<file path="src/rtl/hrnt_pkg.sv">
// Types and constants of the Harris response NMS threshold core
package hrnt_pkg;

  localparam int MAX_WIDTH = 1024;  // widest row

  localparam int CW    = 11;  // column counters
  localparam int RW    = 12;  // row counters
  localparam int RADW  = 3;   // radius
  localparam int RESPW = 52;  // response
  localparam int PW    = 23;  // row*width+column
  localparam int DW    = 80;  // tdata width, both sides

  localparam logic [2:0] REG_WIDTH  = 3'd0;
  localparam logic [2:0] REG_HEIGHT = 3'd1;
  localparam logic [2:0] REG_RADIUS = 3'd2;
  localparam logic [2:0] REG_THRESH = 3'd3;
  localparam logic [2:0] REG_ALPHA  = 3'd4;

  localparam logic REQ_FLUSH = 1'b1;

  localparam logic signed [RESPW-1:0] RESP_MIN = {1'b1, {(RESPW-1){1'b0}}};
  localparam logic signed [RESPW-1:0] RESP_MAX = {1'b0, {(RESPW-1){1'b1}}};

  typedef struct packed {
    logic [CW-1:0]             w;
    logic [RW-1:0]             h;
    logic [RADW-1:0]           r;
    logic signed [RESPW-1:0]   thr;
    logic [15:0]               alpha;
  } cfg_t;

  typedef struct packed {
    logic                    wr;
    logic [CW-1:0]           wx;
    logic [RW-1:0]           wy;
    logic signed [RESPW-1:0] value;
    logic                    emit;
    logic [CW-1:0]           cx;
    logic [RW-1:0]           cy;
    logic [CW-1:0]           ox;
    logic [RW-1:0]           oy;
    logic                    fe;
  } cmd_t;

endpackage

</file>
<file path="src/rtl/hrnt_cmd_fifo.sv">
// Two-entry command queue between front and back
module hrnt_cmd_fifo import hrnt_pkg::*; (
  input  logic clk,
  input  logic rst,
  input  logic push,
  input  cmd_t din,
  output logic full,
  input  logic pop,
  output cmd_t dout,
  output logic empty
);
  cmd_t       slots [2];
  logic       wp, rp;
  logic [1:0] cnt;
  logic       push_ok, pop_ok;

  assign full    = (cnt == 2'd2);
  assign empty   = (cnt == 2'd0);
  assign push_ok = push && !full;
  assign pop_ok  = pop && !empty;
  assign dout    = slots[rp];

  always_ff @(posedge clk) begin
    if (rst) begin
      wp  <= 1'b0;
      rp  <= 1'b0;
      cnt <= 2'd0;
    end else begin
      if (push_ok) wp <= ~wp;
      if (pop_ok) rp <= ~rp;
      cnt <= cnt + {1'b0, push_ok} - {1'b0, pop_ok};
    end
  end

  always_ff @(posedge clk) begin
    if (push_ok) begin
      slots[wp] <= din;
    end
  end
endmodule

</file>
<file path="config.mk">
export PLATFORM = sky130hd
export DESIGN_NAME = hrnt_cmd_fifo
export DESIGN_NICKNAME = d
export VERILOG_FILES = /design/src/rtl/hrnt_pkg.sv /design/src/rtl/hrnt_cmd_fifo.sv
export SDC_FILE = /design/constraint.sdc
export NUM_CORES = 1
export LEC_CHECK = 0
export ABC_CLOCK_PERIOD_IN_PS = 3900
export BUFFER_PORTS_ARGS = -buffer_cell sky130_fd_sc_hd__buf_2
export CAP_MARGIN = 20
export CORE_ASPECT_RATIO = 0.7
export CORE_MARGIN = 2
export CORE_UTILIZATION = 40
export DETAILED_ROUTE_END_ITERATION = 12
export PLACE_DENSITY = 0.66
export SKIP_LAST_GASP = 1
export SLEW_MARGIN = 30
export SYNTH_ARGS = -nofsm -noshare
export SYNTH_HDL_FRONTEND = slang
export SYNTH_SLANG_ARGS = --single-unit
export TNS_END_PERCENT = 5
</file>
<file path="constraint.sdc">
create_clock -name clk -period 3.9 [get_ports clk]
set_input_delay 0.78 -clock clk [delete_from_list [all_inputs] [get_ports clk]]
set_output_delay 0.78 -clock clk [all_outputs]
set_load 0.05 [all_outputs]
</file>
==> results.json, run 1 <==
{
  "run_status": "complete, no violations",
  "synthesis.nets": 543,
  "ir_drop_mv": 0.476,
  "clock_skew_ps": 15.8,
  "synth_top_area_share": 0.790,
  "netlist_area_um2": 9420,
  "timing_max_transition_violations_final": 0,
  "finalHoldViolations": 0,
  "post-synth-top-count-cell": "sky130_fd_sc_hd__edfxtp_1",
  "tightestPinTransition_ps": 521,
  "pin_count_of_the_biggest_net_entering_global_routing": 70,
  "setup-tns-final_ps": 0,
  "ios": 254,
  "grt_antenna_before_repair": 3,
  "ant_nets": 0,
  "dpl_worst_slack_ps": 1350,
  "synth_top_cells_by_count": "248 x sky130_fd_sc_hd__edfxtp_1, 64 x sky130_fd_sc_hd__mux2_2, 60 x sky130_fd_sc_hd__mux2_4, 8 x sky130_fd_sc_hd__buf_6, 6 x sky130_fd_sc_hd__buf_2",
  "synth.distinct_cells": 21,
  "adder_and_majority_cell_fraction_of_the_synthesized_area": 0.00266,
  "cts_root_buffer": "sky130_fd_sc_hd__clkbuf_16",
  "final.setup.worst_slack_ps": 862,
  "rsz0062_at_grt": "false",
  "postCtsResizedCells": 0,
  "nets": 817,
  "yosys_most_used_dff": "sky130_fd_sc_hd__edfxtp_1",
  "synth_simple_gate_area_frac": 0.00611,
  "cp.required_ps": 3120,
  "leakagePower_nw": 4.56,
  "core_footprint_um2": 22900,
  "synth.ff_latch_count": 253,
  "critical_path_peak_fanout": 29,
  "synth_xor_area_frac": 0.00186,
  "grt_pass1_wl_um": 28000,
  "die_y_um": 132,
  "yosys-mux-area-fraction": 0.172,
  "tritoncts_num_sinks": 253,
  "clk_transition_reported_paths_ps": 60,
  "crit_arrival_ps": 2260,
  "period_needed_ps": 3040,
  "port_buffers": 253,
  "cts_buffers": 25,
  "yosysWarningCount": 0,
  "worstHoldPathType": "input port to register",
  "fill_cell_instance_count_of_the_final_layout": 1886,
  "place_congestion": 0.788,
  "via_count_of_the_first_global_routing_pass": 5048,
  "routed_via_density": 4.68,
  "drv.max_cap_violation_count": 0,
  "cts_htree_levels": 1,
  "part_of_the_yosys_area_used_for_sequential_elements": 0.801,
  "critical_path_class": "register to output port",
  "row_count": 46,
  "drt_first_iter_violations": 240,
  "fin_hold_ws_ps": 449,
  "synth-compound-area-share": 0.00186,
  "gr_ovfl_total": 0,
  "floorplan.die_area_um2": 24800,
  "power_per_cell_area_nw_per_um2": 803,
  "area.growth.synth_to_final_pct": 26.5,
  "final_core_util": 0.520,
  "period_utilization_post_route": 0.779,
  "worst_slew_margin_rel": 0.653,
  "setup_viol_count_final": 0,
  "critPathCaptureType": "output port",
  "critPathLaunchType": "register",
  "via_count": 4762,
  "holdBufCountCts": 0,
  "synth_top_family_by_area": "multiplexers",
  "async_flop_share": 0,
  "synth_top_cell_by_area": "sky130_fd_sc_hd__edfxtp_1",
  "synth_top_cells_by_area": "sky130_fd_sc_hd__edfxtp_1 79%, sky130_fd_sc_hd__mux2_4 9.6%, sky130_fd_sc_hd__mux2_2 7.6%",
  "wirelength_um": 18700,
  "postCtsSetupBuffers": 0,
  "syn-mean-instance-area_um2": 22.8,
  "die_x_um": 187,
  "ctsLongestPathBuffers": 3,
  "hpwl_um": 12900,
  "drt-wirelength-per-cell_um": 18.3,
  "synth_cells": 413,
  "dp.cells": 972,
  "pre_antenna_drt_iters": 4,
  "number_of_enable_type_register_cells_in_the_synthesized_netlist": 248,
  "initial_core_util": 0.411,
  "max_freq_ghz": 0.329,
  "globalRouteTotalUtil": 0.145,
  "drive_above_1_share": 0.605,
  "drc": 0,
  "worstSkewPairLatency_ps": 520,
  "tritoncts": "built",
  "final-instance-count-excl-fill": 1017
}
## metal layers
layer | track usage | share of wire | up-vias
met2 | 0.226 | 0.45 | 213
met3 | 0.0506 | 0.085 | 28
met4 | 0.0359 | 0.020 | 2
met5 | 0 | 0.00059 | -
met1 | 0.196 | 0.44 | 2332
li1 | - | - | 2187
## cell families after synthesis
logic type,Yosys count
flops,253
mux,124
buf+inv,18
simple gates,11
compound gates,3
xor+xnor,2
fa+ha+maj,2
## final timing paths
path                                   startpoint                     end  slack [ps]  depth (start not counted)
worst max-delay path                     register                dout[84]         860                          3
worst min-delay path                      din[18]  slots[1][18]$_DFFE_PP_         450                          1
worst max register to register  cnt[0]$_SDFF_PP0_  slots[0][75]$_DFFE_PP_        1740                          5
worst min register to register    wp$_SDFFE_PP0P_         wp$_SDFFE_PP0P_         500                          2
## cell type report
type	instances	area [µm²]	share of cell area
antenna	2	5.00	0.000420
clock buffer	26	629	0.0528
inverter	4	17.5	0.00147
tap	312	390	0.0328
sequential	253	7550	0.634
multi-input combinational	142	1740	0.146
timing repair buffer	261	1360	0.114
clock inverter	17	213	0.0179
## where the power goes
part           internal [mW]  switching [mW]
clock network           1.50           0.955
logic                   1.03            2.47
registers               3.46           0.147
## registers in the layout (all words and copies together) (netlist names), named ones only
register and flops:
cnt 2, rp 1, slots 248, wp 1
## through the flow
stage	area [µm²]	power, mW
after floorplan	9420	6.50
after global placement	11100	7.15
after detailed placement	11100	7.21
after CTS	11900	9.69
after global routing	11900	9.94
final	11900	9.56
## critical path: stages (launching register included)
cell and delay [ps]:
sky130_fd_sc_hd__dfxtp_4 620, sky130_fd_sc_hd__buf_4 530, sky130_fd_sc_hd__mux2_4 350, sky130_fd_sc_hd__buf_2 210
## placed cells by master, fill, tap and decap left out
cell,netlist,final
sky130_fd_sc_hd__xnor2_1,1,1
sky130_fd_sc_hd__diode_2,0,2
sky130_fd_sc_hd__mux2_2,64,64
sky130_fd_sc_hd__inv_1,4,3
sky130_fd_sc_hd__buf_4,0,5
sky130_fd_sc_hd__and2_1,1,1
sky130_fd_sc_hd__ha_1,2,2
sky130_fd_sc_hd__bufinv_16,0,5
sky130_fd_sc_hd__clkinvlp_4,0,1
sky130_fd_sc_hd__xor2_1,1,1
sky130_fd_sc_hd__nand2_1,1,1
sky130_fd_sc_hd__clkbuf_1,0,1
sky130_fd_sc_hd__clkinv_1,0,6
sky130_fd_sc_hd__a21oi_1,1,1
sky130_fd_sc_hd__dfxtp_1,5,4
sky130_fd_sc_hd__clkinv_4,0,1
sky130_fd_sc_hd__o21ai_0,1,1
sky130_fd_sc_hd__and3_4,0,1
sky130_fd_sc_hd__o21a_1,1,1
sky130_fd_sc_hd__clkbuf_16,0,25
sky130_fd_sc_hd__nor2b_1,1,1
sky130_fd_sc_hd__buf_2,6,253
sky130_fd_sc_hd__inv_6,0,1
sky130_fd_sc_hd__clkinv_2,0,3
sky130_fd_sc_hd__dfxtp_4,0,1
sky130_fd_sc_hd__nor3_1,1,1
sky130_fd_sc_hd__edfxtp_1,248,248
sky130_fd_sc_hd__mux2_4,60,60
sky130_fd_sc_hd__nand2b_2,1,1
sky130_fd_sc_hd__inv_4,0,1
sky130_fd_sc_hd__or3_1,1,1
sky130_fd_sc_hd__nor2_1,4,4
sky130_fd_sc_hd__buf_12,0,3
Power figures use the tool's default switching activity.
==> run 2, diff against run 1 <==
- ABC_CLOCK_PERIOD_IN_PS: 3900 -> 2600
- clock period: 3.9 -> 2.6 ns (I/O delays scaled with it)
==> run 2 against run 1 <==
Effect of this change:
- worst hold slack got worse by 250 ps
- global-route usage is 0.62 points lower
- first-iteration DRC count grew 0.42%
- clock power grew 40%
- combinational power rose by 53%
- sequential power up 48%
- sequential cell count did not move
- non-clock buffer count decreased by 1
- die area did not move
- critical endpoint is now dout[0]
==> results.json, run 2 (synthesized netlist as in run 1, its figures left out) <==
{
  "via_count": 4734,
  "period_utilization_post_route": 0.932,
  "hold_depth": 1,
  "clk_transition_reported_paths_ps": 60,
  "via_count_of_the_first_global_routing_pass": 4985,
  "cp.required_ps": 2080,
  "cts_buffers": 25,
  "final_core_util": 0.520,
  "clock_skew_ps": 8.28,
  "grt_pass1_wl_um": 27300,
  "postCtsSetupBuffers": 0,
  "routed_via_density": 4.65,
  "place_congestion": 0.785,
  "cts_root_buffer": "sky130_fd_sc_hd__clkbuf_16",
  "ir_drop_mv": 0.718,
  "wirelength_um": 17900,
  "setup_viol_count_final": 0,
  "grt_antenna_before_repair": 3,
  "holdBufCountCts": 0,
  "worst_r2r_endpoint": "slots[0][93]$_DFFE_PP_",
  "ctsLongestPathBuffers": 3,
  "largest-register": "slots",
  "critPathCaptureType": "output port",
  "area.growth.synth_to_final_pct": 26.3,
  "critPathLaunchType": "register",
  "dpl_worst_slack_ps": 677,
  "final.setup.worst_slack_ps": 176,
  "drive_above_1_share": 0.602,
  "floorplan.die_area_um2": 24800,
  "rr_worst_depth": 5,
  "largest_register_ff_count": 248,
  "most_frequent_cells_in_the_layout": "253 x sky130_fd_sc_hd__buf_2, 248 x sky130_fd_sc_hd__edfxtp_1, 64 x sky130_fd_sc_hd__mux2_2",
  "final-instance-count-excl-fill": 1018,
  "drc": 0,
  "holdPathEnd": "slots[0][64]$_DFFE_PP_",
  "critical_path_peak_fanout": 62,
  "globalRouteTotalUtil": 0.139,
  "rr_startpoint": "cnt[0]$_SDFF_PP0_",
  "rrSetupSlack_ps": 710,
  "fin_hold_ws_ps": 202,
  "tritoncts": "built",
  "pre_antenna_drt_iters": 4,
  "die_x_um": 187,
  "drv.max_cap_violation_count": 0,
  "worst_slew_margin_rel": 0.681,
  "internal_power_mw": 8.84,
  "tritoncts_num_sinks": 253,
  "hpwl_um": 12100,
  "power.switching_fraction": 0.375,
  "max_freq_ghz": 0.412,
  "initial_core_util": 0.411,
  "postCtsResizedCells": 0,
  "pin_count_of_the_biggest_net_entering_global_routing": 77,
  "timing_max_transition_violations_final": 0,
  "run_status": "complete, no violations",
  "power_per_cell_area_nw_per_um2": 1190,
  "fill_cell_instance_count_of_the_final_layout": 1878,
  "hold_path_startpoint": "din[64]",
  "ant_nets": 0,
  "share_clk_of_total_power": 0.243,
  "pwr-share-seq": 0.379,
  "finalHoldViolations": 0,
  "worstHoldPathType": "input port to register",
  "ios": 254,
  "crit_arrival_ps": 1900,
  "mostFrequentLayoutCell": "sky130_fd_sc_hd__buf_2",
  "dp.cells": 971,
  "combinationalPowerShare": 0.378,
  "switching_power_mw": 5.31,
  "die_y_um": 132,
  "cts_htree_levels": 1,
  "drt_first_iter_violations": 241,
  "row_count": 46,
  "period_needed_ps": 2420,
  "leakagePower_nw": 4.52,
  "critical_path_class": "register to output port",
  "port_buffers": 253,
  "nets": 816,
  "drt-wirelength-per-cell_um": 17.6,
  "tightestPinTransition_ps": 478,
  "gr_ovfl_total": 0,
  "worstSkewPairLatency_ps": 500,
  "reg_top3": "slots (248), cnt (2)",
  "core_footprint_um2": 22900,
  "rsz0062_at_grt": "false"
}
## run 2: through the flow
stage / instance area (µm²) / TNS [ps] / power [mW]
6_report: 11900 / 0 / 14.1
5_1_grt: 11900 / 0 / 14.7
4_1_cts: 11900 / 0 / 14.3
3_5_place_dp: 11100 / 0 / 10.8
3_3_place_gp: 11100 / 0 / 10.7
2_1_floorplan: 9440 / -55710 / 9.76
## run 2: power groups by stage
stage / Clock [mW] / Combinational, mW / Sequential (mW)
2_1_floorplan: 0 / 4.34 / 5.42
3_3_place_gp: 0 / 5.34 / 5.40
3_5_place_dp: 0 / 5.40 / 5.44
4_1_cts: 3.56 / 5.41 / 5.36
5_1_grt: 3.72 / 5.58 / 5.40
6_report: 3.44 / 5.35 / 5.35
## run 2: worst max-delay path by stage
stage | startpoint | end | slack (ps) | cells past startpoint
after floorplan | cnt[0]$_SDFF_PP0_ | slots[0][0]$_DFFE_PP_ | -450 | 4
after global placement | register | dout[123] | 710 | 3
after detailed placement | push | slots[0][123]$_DFFE_PP_ | 680 | 5
after CTS | register | dout[2] | 140 | 3
after global routing | register | dout[0] | 90 | 3
final | register | dout[0] | 180 | 3
## run 2: cell type report
type,instances,area [µm²],share of cell area
sequential,253,7550,0.635
timing repair buffer,260,1390,0.117
clock buffer,30,644,0.0541
antenna,3,7.51,0.000631
clock inverter,14,138,0.0116
tap,312,390,0.0328
inverter,4,22.5,0.00189
multi-input combinational,142,1750,0.147
## run 2: critical path, stage by stage, from the launching register on
cell                      delay [ps]
sky130_fd_sc_hd__dfxtp_4         370
sky130_fd_sc_hd__buf_12          350
sky130_fd_sc_hd__mux2_2          390
sky130_fd_sc_hd__buf_2           210
## run 2: metal layers
layer,wire length [µm],GRT usage
met4,356,0.0363
met5,7,0
met2,8240,0.226
met1,7760,0.178
met3,1560,0.0482
==> run 3, diff against run 2 <==
--- a/constraint.sdc
+++ b/constraint.sdc
@@ -3,2 +3,2 @@
 set_output_delay 0.52 -clock clk [all_outputs]
-set_load 0.05 [all_outputs]
+set_load 0.1 [all_outputs]
==> run 3 against run 2 <==
Effect of this change:
- final cell count is the same
- global-route usage grew 0.68 points
- maximum frequency shrank 4.3%
- die area is the same
- setup slack lost 110 ps
- sequential share of layout area shrank 3.8 points
- clock skew grew 3.4 ps
- sequential cell count is the same
- via count grew 0.74%
- design area grew 6.3%
- clock-buffer cell count grew 5
- routed wire length grew 3.7%
- largest cell class unchanged
==> results.json, run 3 (synthesized netlist as in run 1, its figures left out) <==
{
  "worstHoldPathType": "input port to register",
  "initial_core_util": 0.411,
  "fill_cell_instance_count_of_the_final_layout": 1828,
  "clk_transition_reported_paths_ps": 60,
  "final.setup.worst_slack_ps": 65.6,
  "critical_path_peak_fanout": 65,
  "critPathLaunchType": "register",
  "drive_above_1_share": 0.605,
  "finalHoldViolations": 0,
  "cts_root_buffer": "sky130_fd_sc_hd__clkbuf_16",
  "core_footprint_um2": 22900,
  "routed_via_density": 4.68,
  "mostFrequentLayoutCell": "sky130_fd_sc_hd__edfxtp_1",
  "gr_ovfl_total": 0,
  "globalRouteTotalUtil": 0.145,
  "rrSetupSlack_ps": 790,
  "drt-wirelength-per-cell_um": 18.3,
  "setup_viol_count_final": 0,
  "drt_first_iter_violations": 261,
  "rr_worst_depth": 5,
  "most_frequent_cells_in_the_layout": "248 x sky130_fd_sc_hd__edfxtp_1, 203 x sky130_fd_sc_hd__buf_2, 64 x sky130_fd_sc_hd__mux2_2",
  "rr_startpoint": "cnt[0]$_SDFF_PP0_",
  "reg_top3": "slots (248), cnt (2)",
  "row_count": 46,
  "holdPathEnd": "slots[0][20]$_DFFE_PP_",
  "crit_path_top_delay_cell": "sky130_fd_sc_hd__mux2_2",
  "cp.required_ps": 2080,
  "max_freq_ghz": 0.395,
  "pin_count_of_the_biggest_net_entering_global_routing": 76,
  "largest_register_ff_count": 248,
  "cp_peak_stage_delay_ps": 400,
  "clock_skew_ps": 11.6,
  "critPathTopFamily": "buffers and inverters",
  "critPathCaptureType": "output port",
  "ctsLongestPathBuffers": 3,
  "nets": 815,
  "largest-register": "slots",
  "area.growth.synth_to_final_pct": 34.3,
  "worstSkewPairLatency_ps": 510,
  "period_needed_ps": 2530,
  "pre_antenna_drt_iters": 4,
  "ant_nets": 0,
  "floorplan.die_area_um2": 24800,
  "cts_htree_levels": 1,
  "tightestPinTransition_ps": 510,
  "run_status": "complete, no violations",
  "rsz0062_at_grt": "false",
  "postCtsSetupBuffers": 0,
  "wirelength_um": 18600,
  "cts_buffers": 25,
  "via_count": 4769,
  "die_x_um": 187,
  "combined_area_of_the_multi_input_logic_cells_um2": 1750,
  "dpl_worst_slack_ps": 588,
  "seqCellArea_um2": 7550,
  "hold_depth": 1,
  "place_congestion": 0.755,
  "port_buffers": 253,
  "setup-tns-final_ps": 0,
  "timing_max_transition_violations_final": 0,
  "holdBufCountCts": 0,
  "drc": 0,
  "hold_path_startpoint": "din[20]",
  "ios": 254,
  "via_count_of_the_first_global_routing_pass": 5064,
  "drv.max_cap_violation_count": 0,
  "critical_path.cell_chain": "buf_16, mux2_2, buf_2",
  "worst-path-buf-inv": 2,
  "grt_pass1_wl_um": 28400,
  "crit_arrival_ps": 2010,
  "period_utilization_post_route": 0.975,
  "tritoncts": "built",
  "die_y_um": 132,
  "critical_path_class": "register to output port",
  "worst_r2r_endpoint": "slots[0][102]$_DFFE_PP_",
  "tritoncts_num_sinks": 253,
  "grt_antenna_before_repair": 3,
  "worst_slew_margin_rel": 0.663
}
## run 3: changes by cell type in the layout (fill, tap and decap cells not counted)
cell,before,now
sky130_fd_sc_hd__buf_12,6,55
sky130_fd_sc_hd__clkinv_1,8,3
sky130_fd_sc_hd__clkinvlp_4,3,4
sky130_fd_sc_hd__bufinv_16,3,2
sky130_fd_sc_hd__buf_2,253,203
sky130_fd_sc_hd__clkbuf_1,5,8
sky130_fd_sc_hd__buf_4,1,0
sky130_fd_sc_hd__clkbuf_8,0,2
sky130_fd_sc_hd__clkinv_2,2,3
sky130_fd_sc_hd__buf_16,0,1
## run 3: worst max path at each step
stage | startpoint | endpoint | slack [ps] | depth (start not counted)
after detailed placement | register | dout[2] | 590 | 3
final | register | dout[2] | 70 | 3
after global routing | register | dout[2] | 10 | 3
after floorplan | cnt[0]$_SDFF_PP0_ | slots[0][0]$_DFFE_PP_ | -630 | 4
after CTS | register | dout[2] | 30 | 3
after global placement | register | dout[123] | 620 | 3
## run 3: area by class of cell
type	instances	area share
multi-input cells	142	0.139
clock buffers	35	0.0540
clock inverters	10	0.00801
well taps	312	0.0308
flip-flops and latches	253	0.597
repair buffers	259	0.169
diodes	3	0.000593
inverters	4	0.00178
## run 3: worst register-to-register path: stages, from the launching register on
cell and delay, ps:
sky130_fd_sc_hd__dfxtp_2 360, sky130_fd_sc_hd__nand2b_4 160, sky130_fd_sc_hd__clkinvlp_4 90, sky130_fd_sc_hd__or3_4 380, sky130_fd_sc_hd__clkinvlp_4 120, sky130_fd_sc_hd__buf_12 310
## run 3: metrics by stage
| stage | area (µm²) | hold WS (ps) | utilization | instances |
|---|---|---|---|---|
| 6_report | 12700 | 202 | 0.553 | 1018 |
| 5_1_grt | 12600 | 173 | 0.552 | 1015 |
| 4_1_cts | 12600 | 174 | 0.552 | 1015 |
| 3_5_place_dp | 11900 | 505 | 0.518 | 970 |
| 3_3_place_gp | 11900 | 482 | 0.518 | 970 |
| 2_1_floorplan | 9440 | 456 | - | 413 |
## run 3: per-layer routing
layer	up-vias	part of all wire	wire [µm]	GRT usage
met3	31	0.081	1520	0.0490
met1	2358	0.45	8340	0.196
met2	193	0.45	8340	0.230
met5	-	0.00038	7	0
met4	2	0.021	398	0.0337
li1	2185	-	-	-
## run 3: what timing repair did
action,4_1_cts,5_1_grt
setup endpoints to repair,0,5
endpoints found under the hold margin,0,0
gates resized for setup,0,1
Power of run 3 is not shown: default switching activity piles up to over one toggle a cycle in this logic, so the estimate is an artifact.
